File: config.mk
export PLATFORM = sky130hd
export DESIGN_NAME = q2e_sqrt_cell
export DESIGN_NICKNAME = d
export VERILOG_FILES = /design/src/hw/rtl/q2e_pkg.sv /design/src/hw/rtl/q2e_sqrt_cell.sv
export SDC_FILE = /design/constraint.sdc
export NUM_CORES = 1
export LEC_CHECK = 0
export BUFFER_PORTS_ARGS = -buffer_cell sky130_fd_sc_hd__buf_2
export CAP_MARGIN = 20
export CORE_MARGIN = 1.5
export CORE_UTILIZATION = 50
export CTS_CLUSTER_SIZE = 8
export DETAILED_ROUTE_END_ITERATION = 16
export PLACE_DENSITY = 0.78
export RECOVER_POWER = 100
export SETUP_SLACK_MARGIN = 0.5
export SKIP_LAST_GASP = 1
export SLEW_MARGIN = 20
export SYNTH_ARGS = -nofsm -noshare
export SYNTH_HDL_FRONTEND = slang
export SYNTH_SLANG_ARGS = --single-unit
File: constraint.sdc
create_clock -name clk -period 4.5 [get_ports clk]
set_input_delay 0.225 -clock clk [delete_from_list [all_inputs] [get_ports clk]]
set_output_delay 0.225 -clock clk [all_outputs]
set_load 0.05 [all_outputs]
File: src/hw/rtl/q2e_pkg.sv
// ----------------------------------------------------------------------------
// q2e_pkg
// Shared widths, constants, the lane record and the arctangent table used
// by the quaternion to Euler angle pipeline.
// ----------------------------------------------------------------------------
package q2e_pkg;

  // Default number of CORDIC rotation cells.
  localparam int CORDIC_STAGES_DEF = 16;

  // Quaternion component after the sign fold (holds +32768).
  localparam int QW = 17;
  // Exact product of two folded components.
  localparam int PW = 34;
  // Doubled sums, numerators and denominators in Q28.
  localparam int NW = 36;
  // Clamped asin argument in Q28.
  localparam int SW = 30;
  // Square root: one result bit per cell, radicand and partial root widths.
  localparam int SQ_STEPS = 29;
  localparam int VW = 57;
  localparam int RW = 58;
  // CORDIC lane datapath and angle widths.
  localparam int LW = 44;
  localparam int AW = 28;
  // Normalizer: six shift cells, shifted magnitude stays below 2^41.
  localparam int NRM_STEPS = 6;
  localparam int NORM_TOP = 41;
  // Scaled angle width (degrees with 16 fraction bits times 100).
  localparam int MW = 36;

  localparam logic signed [NW-1:0] Q28_ONE = 36'sd268435456;
  localparam logic [2*SW-1:0] Q56_ONE = 60'd1 << 56;
  localparam logic signed [AW-1:0] DEG180 = 28'sd11796480;
  localparam logic signed [AW-1:0] DEG360 = 28'sd23592960;

  // One atan2 in flight: rotated vector, accumulated angle, quadrant base,
  // and a flag for operands that resolve without rotation.
  typedef struct packed {
    logic signed [LW-1:0] x;
    logic signed [LW-1:0] y;
    logic [LW-1:0]        mor;
    logic signed [AW-1:0] z;
    logic signed [AW-1:0] base;
    logic                 done;
  } lane_t;

  // atan(2^-i) in degrees with 16 fraction bits.
  function automatic logic signed [AW-1:0] atan_deg(input int i);
    logic signed [AW-1:0] r;
    case (i)
      0:  r = 28'sd2949120;
      1:  r = 28'sd1740967;
      2:  r = 28'sd919879;
      3:  r = 28'sd466945;
      4:  r = 28'sd234379;
      5:  r = 28'sd117304;
      6:  r = 28'sd58666;
      7:  r = 28'sd29335;
      8:  r = 28'sd14668;
      9:  r = 28'sd7334;
      10: r = 28'sd3667;
      11: r = 28'sd1833;
      12: r = 28'sd917;
      13: r = 28'sd458;
      14: r = 28'sd229;
      15: r = 28'sd115;
      16: r = 28'sd57;
      17: r = 28'sd29;
      18: r = 28'sd14;
      19: r = 28'sd7;
      20: r = 28'sd4;
      21: r = 28'sd2;
      22: r = 28'sd1;
      default: r = '0;
    endcase
    return r;
  endfunction

endpackage

File: src/hw/rtl/q2e_sqrt_cell.sv
// ----------------------------------------------------------------------------
// q2e_sqrt_cell
// One step of the digit-by-digit integer square root: settles one root bit
// and hands the remainder and partial root to the next cell.
// ----------------------------------------------------------------------------
module q2e_sqrt_cell #(
  parameter int STEP = 0
) (
  input  logic                     clk,
  input  logic                     en,
  input  logic [q2e_pkg::VW-1:0]   v_in,
  input  logic [q2e_pkg::RW-1:0]   r_in,
  output logic [q2e_pkg::VW-1:0]   v_out,
  output logic [q2e_pkg::RW-1:0]   r_out
);
  import q2e_pkg::*;

  localparam logic [RW:0] BIT = (RW+1)'(1) << (2*STEP);

  logic [RW:0]   trial;
  logic [VW-1:0] v_next;
  logic [RW-1:0] r_next;

  // Subtract the trial value when it fits and set this root bit.
  always_comb begin
    trial = {1'b0, r_in} + BIT;
    if ({2'b00, v_in} >= trial) begin
      v_next = v_in - trial[VW-1:0];
      r_next = (r_in >> 1) + BIT[RW-1:0];
    end else begin
      v_next = v_in;
      r_next = r_in >> 1;
    end
  end

  always_ff @(posedge clk) begin
    if (en) begin
      v_out <= v_next;
      r_out <= r_next;
    end
  end

endmodule

==> impl_metrics.env <==
export IMPL_crit_fanout=9
export IMPL_synth_edf_count=115
export IMPL_cts_sinks=115
export IMPL_arrival_ns=4.42
export IMPL_clkTransAtPathRegs_ns=0.06
export IMPL_status="complete, but fails checks"
export IMPL_numPortBuffers=231
export IMPL_cts_root_buf="clkbuf_16"
export IMPL_rows=51
export IMPL_cts_tree="built"
export IMPL_ir_drop_v=0.0002670
export IMPL_ys_async_sr_fraction_pct=0
export IMPL_synth_mux_area_share_pct=5.130
export IMPL_drt_initial_drc_count=994
export IMPL_hpwl_um=28880
export IMPL_die_area_um2=20900
export IMPL_clk_path_buf_depth=2
export IMPL_yosys_area_share_simple_pct=20.95
export IMPL_numCtsBuffers=17
export IMPL_ioPinCount=232
export IMPL_fin_nets=1738
export IMPL_cap_violations=2
export IMPL_crit_start="r_in[6]"
export IMPL_setup_viol=0
export IMPL_hp_start="v_in[55]"
export IMPL_final_common_cell="buf_4"
export IMPL_slew_violations=103
export IMPL_power_density_nw_per_um2=305.6
export IMPL_routed_wl_um=38720
export IMPL_die_w_um=144.6
export IMPL_setup_tns_final_ns=0
export IMPL_instances_no_fill=1841
export IMPL_place_inst=1760
export IMPL_drt_first_pass_iters=5
export IMPL_timing_hold_violations_final=0
export IMPL_violations="capacitance limit, slew limit"
export IMPL_syn_num_nets=1268
export IMPL_drc=0
export IMPL_dp_slack_ns=-0.4451
export IMPL_wire_per_inst_um=21.03
export IMPL_grt_usage_pct=36.09
export IMPL_grt_pass1_wl_um=56610
export IMPL_setup_slack_ns=0.2786
export IMPL_drive_above_1_share_pct=35.51
export IMPL_synth_cells=1091
export IMPL_start_kind="input pin"
export IMPL_final_cell_mix="buf_4, clkbuf_1, edfxtp_1"
export IMPL_hold_ws_ns=0.1040
export IMPL_worstMarginPinSlew_ns=3.083
export IMPL_post_route_min_period_ns=4.221
export IMPL_max_freq_ghz=0.2369
export IMPL_grt_pass1_vias=10140
export IMPL_grt_max_degree=52
export IMPL_synth_seq_cells=115
export IMPL_core_area_um2=19590
export IMPL_end_kind="flop"
export IMPL_synthFlopType="edfxtp_1"
export IMPL_antenna_found_initial=2
export IMPL_ant_nets=0
export IMPL_post_synth_cell_area_avg_um2=9.187
export IMPL_relSlewSlack_pct=-105.5
export IMPL_rsz0062_at_grt="yes"
export IMPL_synth_compound_area_share_pct=14.68
export IMPL_holdCritPathClass="input pin to flop"
export IMPL_grt_ovfl_total=0
export IMPL_routabilityCongestion=1.006
export IMPL_ys_seq_area_share_pct=34.45
export IMPL_period_share_pct=93.81
export IMPL_synth_top_family_by_area="simple AND/OR/NAND/NOR gates"
export IMPL_synth_warning_count=0
export IMPL_vias=11060
export IMPL_dieHeight_um=144.6
export IMPL_cts_hold_buf=0
export IMPL_synthAdderAreaFrac_pct=7.565
export IMPL_post_drt_via_cell_ratio=6.009
export IMPL_start_util_pct=51.17
export IMPL_synth_xor_area_share_pct=13.89
export IMPL_critPathRequiredTime_ns=4.70
export IMPL_nFillCells=1488
export IMPL_finalPower_uw=4471
export IMPL_area_growth_pct=45.97
export IMPL_syn_area_um2=10020
export IMPL_cts_max_level=4
export IMPL_synthDistinctLibCells=67
export IMPL_total_leakage_power_uw=0.006021
export IMPL_crit_type="input pin to flop"
## critical path, cell delays in order
cell	delay (ns)
buf_2	0.11
nand4_1	0.19
nor4_4	0.33
buf_4	0.16
and3_4	0.22
nand3_4	0.11
clkbuf_1	0.14
nor4_4	0.25
nand2_1	0.11
xor2_1	0.16
ha_1	0.34
nand2_2	0.09
or3_4	0.39
nor3_1	0.21
a41o_1	0.22
a221oi_1	0.05
or2_4	0.26
o31ai_4	0.09
buf_6	0.18
buf_4	0.17
nand3_1	0.11
xnor2_1	0.31
## area by class of cell
type	instances	area, µm²	area share [%]
flip-flops and latches	115	3453	23.60
diodes	2	5.005	0.03421
well taps	265	331.6	2.266
clock buffers	17	425.4	2.907
multi-input cells	897	6870	46.96
clock inverters	15	181.4	1.240
inverters	23	86.33	0.5900
repair buffers	507	3278	22.40
## synthesized netlist by cell type, types with 6 or more instances
master	instances	share of area (%)
o211ai_1	11	0.82
mux2_2	43	4.8
a21o_1	28	2.1
o21ai_0	36	1.8
edfxtp_1	115	34
a31oi_1	6	0.37
xor2_1	48	4.2
nor3_1	23	1.1
inv_1	23	0.86
nor4_1	11	0.69
nand4_1	40	2.5
and2_1	14	0.87
o21bai_1	10	0.75
buf_2	17	0.85
a21oi_1	71	3.5
clkbuf_1	32	1.2
and4_1	11	0.96
nand2b_1	8	0.50
and3_1	31	1.9
nand3_1	65	3.2
nor2_1	60	2.2
ha_1	59	7.4
o21a_1	10	0.75
a211oi_1	8	0.60
nand2_1	112	4.2
xnor2_1	111	9.7
## flip-flops by register name (all words and copies together), names as in the netlist
signal,cells
v_out,57
r_out,58
## power by group
| group | switching [µW] | internal (µW) |
|---|---|---|
| Clock | 547 | 875 |
| Combinational | 1070 | 631 |
| Sequential | 33.1 | 1310 |
## stage by stage
step           cell area (µm²)  utilization (%)
4_1_cts                  14300            73.02
5_1_grt                  14630            74.68
6_report                 14630            74.69
3_5_place_dp             13200            67.38
2_1_floorplan            10260                -
3_3_place_gp             13200            67.38
## per-layer routing
metal  track usage, %  share of wire [%]  vias up
li1                 -                  -     5021
met1            48.98                 41     5271
met2            57.77                 46      659
met3            5.828                9.0      112
met4            13.72                3.7        0
met5                0                  0        -
## what timing repair did
| action | in CTS | in global routing |
|---|---|---|
| cloned | 1 | 2 |
| pin swaps | 40 | 51 |
| setup buffers | 22 | 22 |
| setup endpoints to repair | 115 | 115 |
| gates resized for setup | 63 | 83 |
## cell families after synthesis
logic type	count (synthesis)
AOI/OAI and AO/OA	223
DFF	115
buffers and inverters	79
and+or+nand+nor	409
muxes	46
xor gates and xnor gates	159
adders and majority gates	60
## final timing paths
path	to	slack, ns	cells after the start
worst max-delay path	r_out[37]$_DFFE_PP_	0.28	22
worst min-delay path	v_out[55]$_DFFE_PP_	0.10	3
Note: power is estimated with default switching activity, not from simulation.
