==> config.mk <==
export PLATFORM = sky130hd
export DESIGN_NAME = q2e_norm_cell
export DESIGN_NICKNAME = d
export VERILOG_FILES = /design/src/hw/rtl/q2e_pkg.sv /design/src/hw/rtl/q2e_norm_cell.sv
export SDC_FILE = /design/constraint.sdc
export NUM_CORES = 1
export LEC_CHECK = 0
export ABC_AREA = 1
export BUFFER_PORTS_ARGS = -buffer_cell sky130_fd_sc_hd__buf_2
export CAP_MARGIN = 30
export CORE_MARGIN = 5
export CORE_UTILIZATION = 30
export CTS_CLUSTER_SIZE = 14
export DETAILED_ROUTE_END_ITERATION = 6
export SLEW_MARGIN = 10
export SYNTH_ARGS = -nofsm -noshare
export SYNTH_HDL_FRONTEND = slang
export SYNTH_SLANG_ARGS = --single-unit
==> constraint.sdc <==
create_clock -name clk -period 1.42 [get_ports clk]
set_input_delay 0.142 -clock clk [delete_from_list [all_inputs] [get_ports clk]]
set_output_delay 0.142 -clock clk [all_outputs]
set_load 0.05 [all_outputs]
==> src/hw/rtl/q2e_pkg.sv <==
// ----------------------------------------------------------------------------
// q2e_pkg
// Shared widths, constants, the lane record and the arctangent table used
// by the quaternion to Euler angle pipeline.
// ----------------------------------------------------------------------------
package q2e_pkg;

  // Default number of CORDIC rotation cells.
  localparam int CORDIC_STAGES_DEF = 16;

  // Quaternion component after the sign fold (holds +32768).
  localparam int QW = 17;
  // Exact product of two folded components.
  localparam int PW = 34;
  // Doubled sums, numerators and denominators in Q28.
  localparam int NW = 36;
  // Clamped asin argument in Q28.
  localparam int SW = 30;
  // Square root: one result bit per cell, radicand and partial root widths.
  localparam int SQ_STEPS = 29;
  localparam int VW = 57;
  localparam int RW = 58;
  // CORDIC lane datapath and angle widths.
  localparam int LW = 44;
  localparam int AW = 28;
  // Normalizer: six shift cells, shifted magnitude stays below 2^41.
  localparam int NRM_STEPS = 6;
  localparam int NORM_TOP = 41;
  // Scaled angle width (degrees with 16 fraction bits times 100).
  localparam int MW = 36;

  localparam logic signed [NW-1:0] Q28_ONE = 36'sd268435456;
  localparam logic [2*SW-1:0] Q56_ONE = 60'd1 << 56;
  localparam logic signed [AW-1:0] DEG180 = 28'sd11796480;
  localparam logic signed [AW-1:0] DEG360 = 28'sd23592960;

  // One atan2 in flight: rotated vector, accumulated angle, quadrant base,
  // and a flag for operands that resolve without rotation.
  typedef struct packed {
    logic signed [LW-1:0] x;
    logic signed [LW-1:0] y;
    logic [LW-1:0]        mor;
    logic signed [AW-1:0] z;
    logic signed [AW-1:0] base;
    logic                 done;
  } lane_t;

  // atan(2^-i) in degrees with 16 fraction bits.
  function automatic logic signed [AW-1:0] atan_deg(input int i);
    logic signed [AW-1:0] r;
    case (i)
      0:  r = 28'sd2949120;
      1:  r = 28'sd1740967;
      2:  r = 28'sd919879;
      3:  r = 28'sd466945;
      4:  r = 28'sd234379;
      5:  r = 28'sd117304;
      6:  r = 28'sd58666;
      7:  r = 28'sd29335;
      8:  r = 28'sd14668;
      9:  r = 28'sd7334;
      10: r = 28'sd3667;
      11: r = 28'sd1833;
      12: r = 28'sd917;
      13: r = 28'sd458;
      14: r = 28'sd229;
      15: r = 28'sd115;
      16: r = 28'sd57;
      17: r = 28'sd29;
      18: r = 28'sd14;
      19: r = 28'sd7;
      20: r = 28'sd4;
      21: r = 28'sd2;
      22: r = 28'sd1;
      default: r = '0;
    endcase
    return r;
  endfunction

endpackage

==> src/hw/rtl/q2e_norm_cell.sv <==
// ----------------------------------------------------------------------------
// q2e_norm_cell
// One step of the operand normalizer: shifts the vector left by a fixed
// amount when the result still stays below the normalization ceiling.
// ----------------------------------------------------------------------------
module q2e_norm_cell #(
  parameter int SHIFT = 1
) (
  input  logic            clk,
  input  logic            en,
  input  q2e_pkg::lane_t  d,
  output q2e_pkg::lane_t  q
);
  import q2e_pkg::*;

  lane_t nxt;

  // Shift only if no set bit of the magnitude would reach the ceiling.
  always_comb begin
    nxt = d;
    if ((d.mor >> (NORM_TOP - SHIFT)) == '0) begin
      nxt.x   = d.x <<< SHIFT;
      nxt.y   = d.y <<< SHIFT;
      nxt.mor = d.mor << SHIFT;
    end
  end

  always_ff @(posedge clk) begin
    if (en) begin
      q <= nxt;
    end
  end

endmodule

==> results.py, run 1 <==
metrics = {
    "status": {
        "status": "complete, no violations",
    },
    "sta": {
        "layout_min_cycle_time_ns": 1.374,
        "grt_setup_unrepaired": "yes",
        "hold_viol": 0,
        "slew_violations": 0,
        "maxSlewHeadroom_pct": 77.30,
        "fin_tns_setup_ns": 0,
        "fin_crit_sh_pct": 96.78,
        "fmaxAchievable_ghz": 0.7276,
        "setup_violations": 0,
        "worstMarginPinSlew_ns": 0.3405,
    },
    "critical_path": {
        "slowest_delay_ns": 0.53,
        "crit_chain": "dlygate4sd3_1, buf_2, nor2_4, nand2_4, clkbuf_16, nand2_1, nand2_1",
        "path_class": "primary input to flop",
        "cp_max_fo": 32,
        "end_kind": "flop",
        "critPathArrivalTime_ns": 1.55,
        "worstPathRequired_ns": 1.60,
        "cp-start-kind": "primary input",
        "cp_slowest_cell": "dlygate4sd3_1",
        "startpoint": "d[100]",
        "cp_common_cell": "nand2_1",
    },
    "pwr": {
        "powerDensity_nw_per_um2": 1217,
        "p_total_mw": 15.09,
        "vdd_drop_max_mv": 0.7356,
        "p_leak_nw": 5.656,
    },
    "cells_and_area": {
        "area_growth_pct": 64.40,
        "multi_input_area_um2": 1629,
        "n_fill_cell": 2182,
        "largest-register": "q",
        "largest_reg_flops": 189,
        "top_regs": "q x189",
        "drive_above_1_share_pct": 36.96,
        "ff_latch_area_um2": 5675,
        "finish.net_count": 1363,
    },
    "global_route": {
        "grt.met3_usage_pct": 6.212,
        "antenna_found_initial": 1,
        "grt_max_degree": 68,
        "grt-ovfl-total": 0,
        "met2_usage_pct": 30.73,
        "grt_pass1_wl_um": 38430,
        "grt_busiest_layer": "met2",
        "grtUsageMet1_pct": 19.26,
        "grtUsageTotal_pct": 17.22,
        "grt_pass1_vias": 6922,
    },
    "floorplan": {
        "ios": 380,
        "core_um2": 24960,
        "die_w_um": 168.6,
        "dieArea_um2": 28410,
        "dieHeight_um": 168.6,
        "num_rows": 58,
        "initial_core_util_pct": 30.21,
    },
    "cts": {
        "cts_root_buf": "clkbuf_16",
        "h-tree-depth": 4,
        "numCtsBuffers": 17,
        "cts_buffer_depth": 2,
        "path_clk_slew_ns": 0.08,
        "cts.sinks": 189,
        "cts_tree": "built",
    },
    "drt": {
        "drt-total-wl_um": 26890,
        "vias": 6937,
        "wl_per_cell_um": 17.74,
        "final_antenna_net_count": 0,
        "dr.pass1.iters": 5,
        "drt-initial-drc-count": 567,
        "drc": 0,
        "via_per_inst": 4.576,
    },
    "synth": {
        "synth_warnings": 0,
        "syn_inst": 617,
        "syn-num-nets": 808,
        "syn_avg_cell_area_um2": 12.22,
        "yosysTopAreaCell": "edfxtp_1",
        "synth_top_area_share_pct": 75.25,
        "synthTopCellsByArea": "edfxtp_1 75%, nand2_1 12%, nand3_1 8.4%",
        "synth_cell_type_count": 11,
        "ys_top_cells_by_count": "251 x nand2_1, 189 x edfxtp_1, 126 x nand3_1, 25 x buf_2, 11 x clkbuf_1",
        "synth-seq-cells": 189,
        "async_reset_ff_share_pct": 0,
        "synth_edf_count": 189,
        "yosysSeqAreaShare_pct": 75.25,
        "ys.flop_type": "edfxtp_1",
        "synth_most_common_cell": "nand2_1",
        "synth_area_um2": 7542,
    },
    "place": {
        "place.gp.congestion": 0.7874,
        "port_buffers": 379,
        "dpl.hpwl_um": 16900,
    },
    "hold_path": {
        "hold_start": "d[104]",
        "hp-class": "primary input to flop",
    },
    "flow_run": {
        "cap_violations": 0,
    },
}
-- placed cells by master (no fill, tap or decap), types with 4 or more instances in the layout --
cell type | Yosys | routed
buf_16 | 0 | 5
buf_2 | 25 | 378
buf_4 | 2 | 12
clkbuf_16 | 0 | 22
clkinv_8 | 0 | 5
dlygate4sd3_1 | 0 | 176
edfxtp_1 | 189 | 189
inv_8 | 0 | 4
nand2_1 | 251 | 251
nand3_1 | 126 | 126
-- report_power, final --
group / total [mW] / leakage (nW) / switching, mW / internal [mW]
registers: 6.80 / 1.85 / 0.125 / 6.67
logic: 3.51 / 3.52 / 2.50 / 1.01
clock network: 4.78 / 0.287 / 2.40 / 2.39
-- area by class of cell --
type / count / area share, %
antenna: 1 / 0.02018
clock buffer: 18 / 3.461
clock inverter: 14 / 1.362
inverter: 1 / 0.03027
multi-input combinational: 383 / 13.14
sequential: 189 / 45.77
tap: 330 / 3.330
timing repair buffer: 580 / 32.89
-- layer usage --
| metal | wire length, µm | part of all wire, % |
|---|---|---|
| met2 | 13580 | 50 |
| met3 | 2569 | 9.6 |
| met1 | 10180 | 38 |
| met4 | 565 | 2.1 |
| met5 | 0 | 0 |
-- worst max-delay path, delay by kind of cell --
kind | cells | cell delay (ns)
buffers and inverters | 3 | 0.91
AND/OR/NAND/NOR | 4 | 0.48
-- logic make-up after synthesis --
| logic type | share of synthesized area [%] |
|---|---|
| buf+inv | 3.351 |
| compound gates | 0.2986 |
| simple gates | 21.10 |
| flops | 75.25 |
-- repair_timing --
action / 4_1_cts / 5_1_grt
endpoints found under the setup margin: 0 / 65
hold buffers: 176 / 0
resized for setup: 0 / 5
endpoints found under the hold margin: 176 / 0
setup buffers: 0 / 4
-- worst paths after layout --
check	endpoint	slack, ns	cells past startpoint
min	q[104]	0.03	3
max	q[120]	0.05	7
-- metrics by stage --
stage	setup WS [ns]	util, %	hold WS, ns	cells	cell area, µm²
2_1_floorplan	0.3984	-	0.2409	617	7542
3_3_place_gp	0.1568	39.43	0.3190	1298	9844
3_5_place_dp	0.1420	39.43	0.3203	1298	9844
4_1_cts	0.06755	48.89	0.005728	1506	12200
5_1_grt	-0.004158	49.66	0.02605	1515	12400
6_report	0.04570	49.67	0.02882	1516	12400
Note: power is estimated with default switching activity, not from simulation.
==> run 2, diff against run 1 <==
- GPL_ROUTABILITY_DRIVEN: default -> 1
- RECOVER_POWER: default -> 50
==> run 2 against run 1 <==
Net effect: cell count hardly changed; clock power about the same; wire length about the same; clock-buffer cell count unchanged; setup slack lost 0.019 ns; core utilization is 0.23 points lower; sequential share of layout area increased by 0.21 points; non-clock buffer count is the same; power barely moved; maximum frequency decreased by 1.4%; die area unchanged; via count shrank 0.16%.
==> results.py, run 2 (synthesis results as in run 1) <==
metrics = {
    "sta": {
        "finalWorstSetupSlack_ns": 0.02667,
        "slew_violations": 0,
        "maxSlewHeadroom_pct": 22.88,
        "fmaxAchievable_ghz": 0.7177,
        "grt_setup_unrepaired": "yes",
        "layout_min_cycle_time_ns": 1.393,
        "setup_violations": 0,
        "worstMarginPinSlew_ns": 1.157,
        "fin_crit_sh_pct": 98.12,
        "hold_viol": 0,
    },
    "critical_path": {
        "cp-start-kind": "primary input",
        "end_kind": "flop",
        "worstPathRequired_ns": 1.60,
        "critPathArrivalTime_ns": 1.57,
        "startpoint": "d[99]",
        "path_class": "primary input to flop",
        "cp_max_fo": 32,
    },
    "drt": {
        "drt-initial-drc-count": 597,
        "wl_met3_um": 2577,
        "final_antenna_net_count": 0,
        "drc": 0,
        "route.top_layer_used": "met4",
        "drt-total-wl_um": 26900,
        "wl_met2_um": 13630,
        "met1_length_um": 10200,
        "dr.pass1.iters": 6,
        "via_per_inst": 4.566,
        "wl_per_cell_um": 17.73,
        "vias": 6926,
    },
    "cells_and_area": {
        "finish.net_count": 1363,
        "layout_commonest_cell": "buf_2",
        "largest_reg_flops": 189,
        "drive_above_1_share_pct": 36.03,
        "final_cell_mix": "343 x buf_2, 251 x nand2_1, 189 x edfxtp_1",
        "fin_cells": 1517,
        "area_growth_pct": 63.65,
        "largest-register": "q",
        "top_regs": "q x189",
        "fin_util_pct": 49.44,
    },
    "global_route": {
        "antenna_found_initial": 1,
        "grt_pass1_vias": 6922,
        "grtUsageTotal_pct": 17.22,
        "grt_max_degree": 68,
        "grt_pass1_wl_um": 38430,
        "grt-ovfl-total": 0,
    },
    "place": {
        "place.gp.congestion": 0.7874,
        "placed_cells": 1298,
        "port_buffers": 379,
        "preCtsSetupSlack_ns": 0.1420,
        "dpl.hpwl_um": 16900,
    },
    "hold_path": {
        "hold_start": "d[104]",
        "hp-class": "primary input to flop",
    },
    "pwr": {
        "comb_power_share_pct": 23.1,
        "swShare_pct": 33.37,
        "p_clk_share_pct": 31.8,
        "powerDensity_nw_per_um2": 1222,
        "p_leak_nw": 5.616,
        "p_int_mw": 10.05,
        "switchingPower_mw": 5.033,
        "p_total_mw": 15.08,
        "vdd_drop_max_mv": 0.7343,
        "seq_power_share_pct": 45.1,
    },
    "cts": {
        "cts_tree": "built",
        "cts_buffer_depth": 2,
        "cts_root_buf": "clkbuf_16",
        "numCtsBuffers": 17,
        "h-tree-depth": 4,
        "path_clk_slew_ns": 0.08,
        "cts.sinks": 189,
    },
    "status": {
        "status": "complete, no violations",
    },
    "floorplan": {
        "dieArea_um2": 28410,
        "core_um2": 24960,
        "ios": 380,
        "num_rows": 58,
        "die_w_um": 168.6,
        "initial_core_util_pct": 30.21,
        "dieHeight_um": 168.6,
    },
    "flow_run": {
        "cap_violations": 0,
    },
}
==> run 2: cell types whose count changed in the layout (fill, tap and decap cells not counted) <==
| cell | previous run | this run |
|---|---|---|
| buf_2 | 378 | 343 |
| clkbuf_2 | 0 | 32 |
| clkbuf_1 | 1 | 12 |
| buf_4 | 12 | 5 |
| buf_12 | 3 | 1 |
| clkbuf_4 | 0 | 1 |
| diode_2 | 1 | 2 |
==> run 2: through the flow <==
stage | hold slack, ns | setup TNS (ns) | cell area, µm²
global placement | 0.3190 | 0 | 9844
global route | 0.02605 | -0.004155 | 12340
finish | 0.03139 | 0 | 12340
floorplan | 0.2409 | 0 | 7542
detailed placement | 0.3203 | 0 | 9844
CTS | 0.005728 | 0 | 12200
==> run 2: worst paths after layout <==
path	to	cells past startpoint
setup / recovery	q[120]	7
hold / removal	q[104]	3
==> run 2: timing repair <==
item                                    in CTS  in global routing
buffers inserted                             0                  4
endpoints found under the hold margin      176                  0
endpoints found under the setup margin       0                 65
hold buffers                               176                  0
resized for setup                            0                  5
==> run 2: metal layers <==
metal	track usage, %	vias up
met5	0	-
met4	5.328	0
li1	-	3259
met3	6.212	31
met1	19.26	3315
met2	30.73	321
==> run 2: cell type report <==
| cell class | count | area (µm²) |
|---|---|---|
| inverter | 1 | 3.754 |
| fill | 2198 | 12620 |
| clock inverter | 14 | 168.9 |
| clock buffer | 18 | 429.2 |
| tap | 330 | 412.9 |
| multi-input combinational | 383 | 1629 |
| timing repair buffer | 580 | 4019 |
| antenna | 2 | 5.005 |
| sequential | 189 | 5675 |
==> run 2: worst max-delay path: stages <==
cell and delay, ns:
dlygate4sd3_1 0.54, clkbuf_1 0.15, nor2_4 0.19, nand2_4 0.15, clkbuf_16 0.24, nand2_1 0.08, nand2_1 0.05
==> run 2: power by group through the flow <==
stage / clock network [mW] / registers (mW) / logic [mW]
5_1_grt: 5.17 / 6.85 / 3.65
6_report: 4.79 / 6.81 / 3.49
3_5_place_dp: 0 / 6.92 / 3.04
4_1_cts: 4.97 / 6.79 / 3.44
3_3_place_gp: 0 / 6.91 / 3.03
2_1_floorplan: 0 / 8.59 / 0.339
