[config.mk]
export PLATFORM = sky130hd
export DESIGN_NAME = q2e_cordic_cell
export DESIGN_NICKNAME = d
export VERILOG_FILES = /design/src/hw/rtl/q2e_pkg.sv /design/src/hw/rtl/q2e_cordic_cell.sv
export SDC_FILE = /design/constraint.sdc
export NUM_CORES = 1
export LEC_CHECK = 0
export BUFFER_PORTS_ARGS = -buffer_cell sky130_fd_sc_hd__buf_2
export CORE_ASPECT_RATIO = 1.25
export CORE_MARGIN = 1.5
export CORE_UTILIZATION = 25
export CTS_BUF_LIST = sky130_fd_sc_hd__clkbuf_8
export DETAILED_ROUTE_END_ITERATION = 16
export SYNTH_ARGS = -nofsm -noshare
export SYNTH_HDL_FRONTEND = slang
export SYNTH_SLANG_ARGS = --single-unit
[constraint.sdc]
create_clock -name clk -period 5.4 [get_ports clk]
set_input_delay 0.54 -clock clk [delete_from_list [all_inputs] [get_ports clk]]
set_output_delay 0.54 -clock clk [all_outputs]
set_load 0.02 [all_outputs]
[src/hw/rtl/q2e_pkg.sv]
// ----------------------------------------------------------------------------
// q2e_pkg
// Shared widths, constants, the lane record and the arctangent table used
// by the quaternion to Euler angle pipeline.
// ----------------------------------------------------------------------------
package q2e_pkg;

  // Default number of CORDIC rotation cells.
  localparam int CORDIC_STAGES_DEF = 16;

  // Quaternion component after the sign fold (holds +32768).
  localparam int QW = 17;
  // Exact product of two folded components.
  localparam int PW = 34;
  // Doubled sums, numerators and denominators in Q28.
  localparam int NW = 36;
  // Clamped asin argument in Q28.
  localparam int SW = 30;
  // Square root: one result bit per cell, radicand and partial root widths.
  localparam int SQ_STEPS = 29;
  localparam int VW = 57;
  localparam int RW = 58;
  // CORDIC lane datapath and angle widths.
  localparam int LW = 44;
  localparam int AW = 28;
  // Normalizer: six shift cells, shifted magnitude stays below 2^41.
  localparam int NRM_STEPS = 6;
  localparam int NORM_TOP = 41;
  // Scaled angle width (degrees with 16 fraction bits times 100).
  localparam int MW = 36;

  localparam logic signed [NW-1:0] Q28_ONE = 36'sd268435456;
  localparam logic [2*SW-1:0] Q56_ONE = 60'd1 << 56;
  localparam logic signed [AW-1:0] DEG180 = 28'sd11796480;
  localparam logic signed [AW-1:0] DEG360 = 28'sd23592960;

  // One atan2 in flight: rotated vector, accumulated angle, quadrant base,
  // and a flag for operands that resolve without rotation.
  typedef struct packed {
    logic signed [LW-1:0] x;
    logic signed [LW-1:0] y;
    logic [LW-1:0]        mor;
    logic signed [AW-1:0] z;
    logic signed [AW-1:0] base;
    logic                 done;
  } lane_t;

  // atan(2^-i) in degrees with 16 fraction bits.
  function automatic logic signed [AW-1:0] atan_deg(input int i);
    logic signed [AW-1:0] r;
    case (i)
      0:  r = 28'sd2949120;
      1:  r = 28'sd1740967;
      2:  r = 28'sd919879;
      3:  r = 28'sd466945;
      4:  r = 28'sd234379;
      5:  r = 28'sd117304;
      6:  r = 28'sd58666;
      7:  r = 28'sd29335;
      8:  r = 28'sd14668;
      9:  r = 28'sd7334;
      10: r = 28'sd3667;
      11: r = 28'sd1833;
      12: r = 28'sd917;
      13: r = 28'sd458;
      14: r = 28'sd229;
      15: r = 28'sd115;
      16: r = 28'sd57;
      17: r = 28'sd29;
      18: r = 28'sd14;
      19: r = 28'sd7;
      20: r = 28'sd4;
      21: r = 28'sd2;
      22: r = 28'sd1;
      default: r = '0;
    endcase
    return r;
  endfunction

endpackage

[src/hw/rtl/q2e_cordic_cell.sv]
// ----------------------------------------------------------------------------
// q2e_cordic_cell
// One vectoring CORDIC rotation: drives y toward zero and accumulates the
// rotation angle for its stage.
// ----------------------------------------------------------------------------
module q2e_cordic_cell #(
  parameter int STAGE = 0
) (
  input  logic            clk,
  input  logic            en,
  input  q2e_pkg::lane_t  d,
  output q2e_pkg::lane_t  q
);
  import q2e_pkg::*;

  localparam logic signed [AW-1:0] ANG = atan_deg(STAGE);

  lane_t nxt;

  // Rotate against the sign of y.
  always_comb begin
    nxt = d;
    if (!d.y[LW-1]) begin
      nxt.x = d.x + (d.y >>> STAGE);
      nxt.y = d.y - (d.x >>> STAGE);
      nxt.z = d.z + ANG;
    end else begin
      nxt.x = d.x - (d.y >>> STAGE);
      nxt.y = d.y + (d.x >>> STAGE);
      nxt.z = d.z - ANG;
    end
  end

  always_ff @(posedge clk) begin
    if (en) begin
      q <= nxt;
    end
  end

endmodule

==> impl_metrics.yaml, run 1 <==
run_status:
  status: "finished clean"
clocking:
  root_buffer: "clkbuf_8"
  path_clk_slew_ps: 120
  clock-sinks: 188
  cts_max_path_buffers: 2
  cts_tree: "done"
  ctsHoldBuffers: 0
  numCtsBuffers: 17
  cts_resized: 0
  cts.htree.levels: 4
  cts_setup_buffers: 0
routing:
  wl_met3_mm: 3.587
  met2WireLength_mm: 29.01
  wl_per_cell_um: 21.81
  drt_pass1_iterations: 7
  top_layer: "met5"
  routed_wirelength_mm: 57.42
  drc_errors: 0
  drt_iter0_drc: 1097
  vias: 13263
  wl_met1_mm: 22.45
  ant_nets: 0
  viasPerCell: 5.037
floorplan:
  fp-row-count: 98
  chipWidth_um: 219.1
  dieArea_sq_um: 59850
  num_io_pins: 380
  fp.dieH_um: 273.2
  initial_core_util: 0.2538
  coreArea_sq_um: 57510
power_and_ir_drop:
  p_total_w: 0.004629
  p_seq_frac: 0.412
  p_clk_frac: 0.218
  p_switching_w: 0.001872
  leakage_nw: 7.448
  pwr_density_cell_nw_per_um2: 264.6
  irDropWorstVdd_mv: 0.1770
  p_comb_frac: 0.369
  swShare: 0.4044
  internal_power_w: 0.002757
timing:
  fmax_mhz: 263.7
  maxSlewHeadroom: 0.3653
  rsz0062_at_grt: "false"
  tns_ps: 0
  setup_violations: 0
  final.min_clock_period_ps: 3792
  slew_viol_final: 0
  finalCritPeriodShare: 0.7022
  worst_pin_slew_ps: 952.1
  finalHoldViolations: 0
worst_setup_path:
  crit_required_ps: 5670
  startpoint_type: "input pin"
  crit_arrival_ps: 4060
  critPathKind: "in2reg"
  cp-end-kind: "register"
  worstPathMaxFanout: 20
cells_and_area:
  layout.nets: 2215
  largest_reg_flops: 188
  stdcell_count: 2633
  reg.largest.list: "q: 188 flops"
  syn_to_final_growth_pct: 19.86
  fillers: 6152
  layout_commonest_cell: "buf_2"
  top_register: "q"
  fin_util: 0.3042
  layout_common_cells: "buf_2, edfxtp_1, a21oi_1, ha_1, inv_1"
  final_layout_size_suffix_gt1_frac: 0.2455
worst_hold_path:
  holdCritStartpoint: "d[18]"
  min_path_type: "in2reg"
  hold_path_depth: 1
  worstHoldEndpoint: "q[18]"
synthesis:
  synth_edf_count: 188
  synthArstFlopShare: 0
  ys.flop_type: "edfxtp_1"
  synth-seq-area-share: 0.3868
  synth.avg_cell_area_sq_um: 9.565
  synth_cells: 1526
  mappedNetlistArea_sq_um: 14600
  yosys_warnings: 0
  synth_nets: 1876
  synth_cell_types: 87
  ys_ff_latch: 188
global_route:
  antenna_found_initial: 11
  grt_max_degree: 135
  grt_remaining_overflow: 0
  grt_pass1_wl_mm: 82.99
  grt_pass1_vias: 13419
  grt_util_all_layers: 0.1855
place:
  io_buffers: 379
  dpl.hpwl_mm: 46.47
  gp_congestion: 0.9368
  dp_cells: 2596
flow_run:
  maxCapViolations: 0
## routing by layer
metal  up-vias  GRT usage
li1       6213          -
met1      6391     0.2067
met2       538     0.3365
met3       109    0.03740
met4        12    0.08453
met5         -          0
## cells in the mapped netlist (21+ instances only)
cell	count	share of area
a21oi_1	185	0.063
clkbuf_1	29	0.0075
edfxtp_1	188	0.39
ha_1	155	0.13
inv_1	133	0.034
mux2i_1	25	0.017
nand2_1	85	0.022
nand4_1	25	0.011
nor2_1	104	0.027
nor3_1	31	0.011
o21a_1	21	0.011
o21ai_0	110	0.038
o21bai_1	30	0.015
xnor2_1	83	0.050
## cell families after synthesis
| kind of cell | count (synthesis) | share of synthesized area |
|---|---|---|
| AOI/OAI and AO/OA | 497 | 0.2146 |
| muxes | 27 | 0.01869 |
| buffers and inverters | 205 | 0.06403 |
| xor gates and xnor gates | 92 | 0.05520 |
| adders and majority gates | 159 | 0.1384 |
| and+or+nand+nor | 358 | 0.1224 |
| DFF | 188 | 0.3868 |
## final cells by class
| class | count | area [sq um] | area share |
|---|---|---|---|
| clock inverters | 15 | 163.9 | 0.009369 |
| repair buffers | 384 | 1956 | 0.1118 |
| clock buffers | 17 | 234.0 | 0.01337 |
| diodes | 5 | 12.51 | 0.0007152 |
| well taps | 750 | 938.4 | 0.05364 |
| inverters | 141 | 529.3 | 0.03025 |
| flip-flops and latches | 188 | 5645 | 0.3227 |
| multi-input cells | 1133 | 8016 | 0.4582 |
## how the worst max path moves through the flow
stage | start | to | slack, ps | depth (start not counted)
after global placement | d[119] | q[142] | 1200 | 12
after floorplan | d[144] | q[54] | 2190 | 13
after CTS | d[119] | q[142] | 1750 | 12
after detailed placement | d[119] | q[142] | 1180 | 12
after global routing | d[119] | q[142] | 1490 | 12
final | d[119] | q[142] | 1610 | 12
## power groups by stage
stage	clock [W]	sequential (W)	combinational [W]
3_3_place_gp	0	0.00195	0.00169
5_1_grt	0.00110	0.00193	0.00184
4_1_cts	0.00105	0.00192	0.00171
6_report	0.00101	0.00191	0.00171
2_1_floorplan	0	0.00217	0.000825
3_5_place_dp	0	0.00195	0.00170
## stage by stage
stage,setup slack [ps],cell area [sq um],hold WS (ps)
after global placement,1202,17090,716.7
after detailed placement,1179,17090,718.4
after CTS,1755,17480,123.3
after floorplan,2189,14600,638.9
after global routing,1492,17490,128.9
final,1608,17500,169.9
## worst max-delay path, stage by stage
cell,delay [ps]
buf_2,100
inv_1,60
ha_1,780
nand2_1,370
nor4_1,570
o2111ai_1,290
nand3_1,310
o22ai_1,230
o211ai_1,340
and3_1,210
o22ai_1,90
xnor2_1,160
No activity file was read; power rests on OpenSTA's default activity.
==> run 2: changes to the inputs <==
==> constraint.sdc (replaced) <==
create_clock -name clk -period 3.5 [get_ports clk]
set_input_delay 0.35 -clock clk [delete_from_list [all_inputs] [get_ports clk]]
set_output_delay 0.35 -clock clk [all_outputs]
set_load 0.02 [all_outputs]
==> run 2 against run 1 <==
Die area is the same. Routed wire length is 3.3% higher. Via count is 4.8% higher. Sequential power increased by 54%. Cell count grew 7.5%. Critical path depth is 1 higher. First-iteration DRC count is 17% lower. Utilization grew 3.0 points.
==> impl_metrics.yaml, run 2 (synthesized netlist as in run 1, its figures left out) <==
cells_and_area:
  top_register: "q"
  largest_reg_flops: 188
  layout_common_cells: "buf_2, edfxtp_1, a21oi_1, ha_1, inv_1"
  syn_to_final_growth_pct: 31.66
  fin_util: 0.3342
  layout.nets: 2411
  fillers: 6006
  layout_commonest_cell: "buf_2"
  reg.largest.list: "q: 188 flops"
  final_layout_size_suffix_gt1_frac: 0.2758
worst_setup_path:
  worstPathMaxFanout: 11
  startpoint_type: "input pin"
  crit_arrival_ps: 3340
  cp-end-kind: "register"
  critPathKind: "in2reg"
  crit_required_ps: 3780
worst_hold_path:
  min_path_type: "in2reg"
global_route:
  grt_remaining_overflow: 0
  grt_util_all_layers: 0.1924
  antenna_found_initial: 14
  grt_pass1_wl_mm: 86.04
  met3_usage: 0.03584
  grt_max_degree: 71
  grt_pass1_vias: 14044
  grt_use_met1: 0.2113
  busiest_layer: "met2"
  use_met2: 0.3579
clocking:
  cts_max_path_buffers: 2
  root_buffer: "clkbuf_8"
  cts_tree: "done"
  cts.htree.levels: 4
  path_clk_slew_ps: 110
  cts_resized: 0
  numCtsBuffers: 17
  cts_setup_buffers: 0
  clock-sinks: 188
timing:
  worst_pin_slew_ps: 885.4
  setup_slack_ps: 447.8
  rsz0062_at_grt: "false"
  final.min_clock_period_ps: 3052
  finalCritPeriodShare: 0.8721
  fmax_mhz: 327.6
  slew_viol_final: 0
  setup_violations: 0
  maxSlewHeadroom: 0.4097
  finalHoldViolations: 0
power_and_ir_drop:
  p_total_w: 0.007475
  pwr_density_cell_nw_per_um2: 389.0
  leakage_nw: 8.348
  irDropWorstVdd_mv: 0.2970
floorplan:
  num_io_pins: 380
  dieArea_sq_um: 59850
  fp.dieH_um: 273.2
  coreArea_sq_um: 57510
  fp-row-count: 98
  initial_core_util: 0.2538
  chipWidth_um: 219.1
routing:
  drc_errors: 0
  viasPerCell: 4.911
  routed_wirelength_mm: 59.31
  ant_nets: 0
  vias: 13897
  drt_pass1_iterations: 5
  drt_iter0_drc: 914
  wl_per_cell_um: 20.96
flow_run:
  maxCapViolations: 0
place:
  dpl.hpwl_mm: 47.95
  gp_congestion: 0.8990
  io_buffers: 379
  post-place-ws_ps: -81.36
run_status:
  status: "finished clean"
## run 2: area by class of cell
class                      instances  area (sq um)  area share
antenna                            6         15.01   0.0007813
tap                              750         938.4     0.04883
timing repair buffer             580          3642      0.1895
clock inverter                    15         196.4     0.01022
sequential                       188          5645      0.2938
clock buffer                      17         234.0     0.01218
inverter                         141         529.3     0.02754
multi-input combinational       1133          8016      0.4171
## run 2: critical path, stage by stage
cell and delay [ps]:
buf_2 100, inv_1 60, ha_1 570, nand2_1 200
nor4_1 490, o2111ai_1 240, nand3_1 140, buf_4 170
o22ai_1 180, o211ai_1 370, and3_1 210, o22ai_1 90
xnor2_1 160
## run 2: where the power goes
part	switching (W)	total, W	internal, W
logic	0.00182	0.00288	0.00106
registers	0.000105	0.00295	0.00285
clock network	0.00103	0.00164	0.000615
total	0.00296	0.00747	0.00452
## run 2: stage by stage
step | instances | hold WS [ps] | instance area [sq um] | TNS, ps
after floorplan | 1526 | 448.9 | 14600 | 0
after global placement | 2706 | 526.8 | 17910 | -253.3
after detailed placement | 2706 | 528.5 | 17910 | -141.0
after CTS | 2824 | 6.318 | 19200 | 0
after global routing | 2828 | 12.68 | 19210 | 0
final | 2830 | 35.65 | 19220 | 0
## run 2: routing by layer
metal  part of all wire  vias to the layer above
met5             0.0014                        -
met4              0.036                       14
met3              0.061                       92
met2               0.51                      544
met1               0.39                     6629
li1                   -                     6618
## run 2: worst paths after layout
| kind | endpoint | from | slack, ps | cells after the start |
|---|---|---|---|---|
| worst min-delay path | q[6] | d[6] | 40 | 1 |
| worst max-delay path | q[142] | d[114] | 450 | 13 |
## run 2: timing repair
item / CTS / global route
endpoints found under the setup margin: 0 / 0
hold buffers: 86 / 0
endpoints found under the hold margin: 86 / 0
==> run 3: changes to the inputs <==
--- a/config.mk
+++ b/config.mk
@@ -5,12 +5,13 @@
 export SDC_FILE = /design/constraint.sdc
 export NUM_CORES = 1
 export LEC_CHECK = 0
-export BUFFER_PORTS_ARGS = -buffer_cell sky130_fd_sc_hd__buf_2
+export ABC_CLOCK_PERIOD_IN_PS = 3500
 export CORE_ASPECT_RATIO = 1.25
 export CORE_MARGIN = 1.5
 export CORE_UTILIZATION = 25
 export CTS_BUF_LIST = sky130_fd_sc_hd__clkbuf_8
 export DETAILED_ROUTE_END_ITERATION = 16
+export DONT_BUFFER_PORTS = 1
 export SYNTH_ARGS = -nofsm -noshare
 export SYNTH_HDL_FRONTEND = slang
 export SYNTH_SLANG_ARGS = --single-unit
==> run 3 against run 2 <==
Maximum frequency is 1.3% lower. Sequential power rose by 15%. Cell count shrank 14%. Total power is 5.7% lower. Final area shrank 10%. Via count shrank 9.9%. Highest routed layer is now met4.
==> impl_metrics.yaml, run 3 (synthesized netlist as in run 1, its figures left out) <==
cells_and_area:
  reg.largest.list: "q: 188 flops"
  layout_common_cells: "edfxtp_1, a21oi_1, ha_1, inv_1, o21ai_0"
  syn_to_final_growth_pct: 17.93
  top_register: "q"
  final_layout_size_suffix_gt1_frac: 0.1013
  layout_commonest_cell: "edfxtp_1"
  postLayoutCellArea_sq_um: 17210
  layout.nets: 2016
  largest_reg_flops: 188
  stdcell_count: 2430
worst_setup_path:
  worstPathMaxFanout: 12
  crit_arrival_ps: 3370
  cp-end-kind: "register"
  startpoint_type: "input pin"
  critPathKind: "in2reg"
  crit_required_ps: 3780
place:
  io_buffers: 0
  dp_cells: 2303
  dpl.hpwl_mm: 46.25
  postPlaceCellArea_sq_um: 15830
  gp_congestion: 0.8849
global_route:
  grt_max_degree: 189
  grt_pass1_vias: 12693
  grt_remaining_overflow: 0
  grt_pass1_wl_mm: 83.12
  antenna_found_initial: 1
  grt_util_all_layers: 0.1884
floorplan:
  num_io_pins: 380
  coreArea_sq_um: 57510
  fp-row-count: 98
  dieArea_sq_um: 59850
  chipWidth_um: 219.1
  fp.dieH_um: 273.2
  initial_core_util: 0.2538
run_status:
  status: "finished clean"
routing:
  drt_pass1_iterations: 5
  drt_iter0_drc: 881
  ant_nets: 0
  wl_per_cell_um: 24.12
  drc_errors: 0
  vias: 12524
  routed_wirelength_mm: 58.61
  viasPerCell: 5.154
clocking:
  clock-sinks: 188
  cts_resized: 0
  cts.htree.levels: 4
  numCtsBuffers: 17
  path_clk_slew_ps: 120
  root_buffer: "clkbuf_8"
  cts_max_path_buffers: 2
  cts_tree: "done"
timing:
  worst_pin_slew_ps: 911.2
  finalHoldViolations: 0
  rsz0062_at_grt: "false"
  maxSlewHeadroom: 0.3905
  fmax_mhz: 323.5
  finalCritPeriodShare: 0.8832
  whs_ps: 116.1
  slew_viol_final: 0
  setup_violations: 0
  final.min_clock_period_ps: 3091
flow_run:
  maxCapViolations: 0
worst_hold_path:
  min_path_type: "in2reg"
power_and_ir_drop:
  pwr_density_cell_nw_per_um2: 409.6
  irDropWorstVdd_mv: 0.2503
  leakage_nw: 6.785
[run 3: repair_timing]
item	CTS	global route
hold buffers	91	3
hold endpoints to repair	264	128
setup buffers	0	0
setup endpoints to repair	0	0
[run 3: critical path, stage by stage]
cell	delay [ps]
inv_1	30
ha_1	530
nand2_1	320
nor4_1	540
o2111ai_1	260
nand3_1	320
o22ai_1	250
o211ai_1	300
and3_1	190
o22ai_1	90
xnor2_1	170
[run 3: through the flow]
step,total power (W),worst slack [ps],utilization,TNS [ps]
CTS,0.007067,511.4,0.2982,0
finish,0.007051,408.7,0.2993,0
detailed placement,0.005370,-83.51,0.2752,-86.27
floorplan,0.004624,479.4,-,0
global route,0.007399,332.1,0.2993,0
global placement,0.005370,-30.15,0.2752,-30.15
[run 3: layout make-up]
class	count	area (sq um)
Clock buffer	17	234.0
Antenna cell	1	2.502
Timing Repair Buffer	185	1672
Inverter	141	529.3
Sequential cell	188	5645
Fill cell	5966	40290
Tap cell	750	938.4
Multi-Input combinational cell	1133	8016
Clock inverter	15	176.4
[run 3: worst paths after layout]
check,to,slack (ps),start,depth (start not counted)
setup / recovery,q[142],410,d[120],11
hold / removal,q[145],120,d[145],2
[run 3: per-layer routing]
layer | wire length [um] | global-route usage
met1 | 21000 | 0.1944
met5 | 0 | 0
met3 | 5114 | 0.06144
met2 | 30150 | 0.3444
met4 | 2346 | 0.08219
[run 3: where the power goes]
group | switching [W] | total, W | internal, W | leakage, nW
Sequential | 0.000527 | 0.00340 | 0.00287 | 1.84
Combinational | 0.00129 | 0.00209 | 0.000801 | 4.74
Clock | 0.00102 | 0.00156 | 0.000546 | 0.208
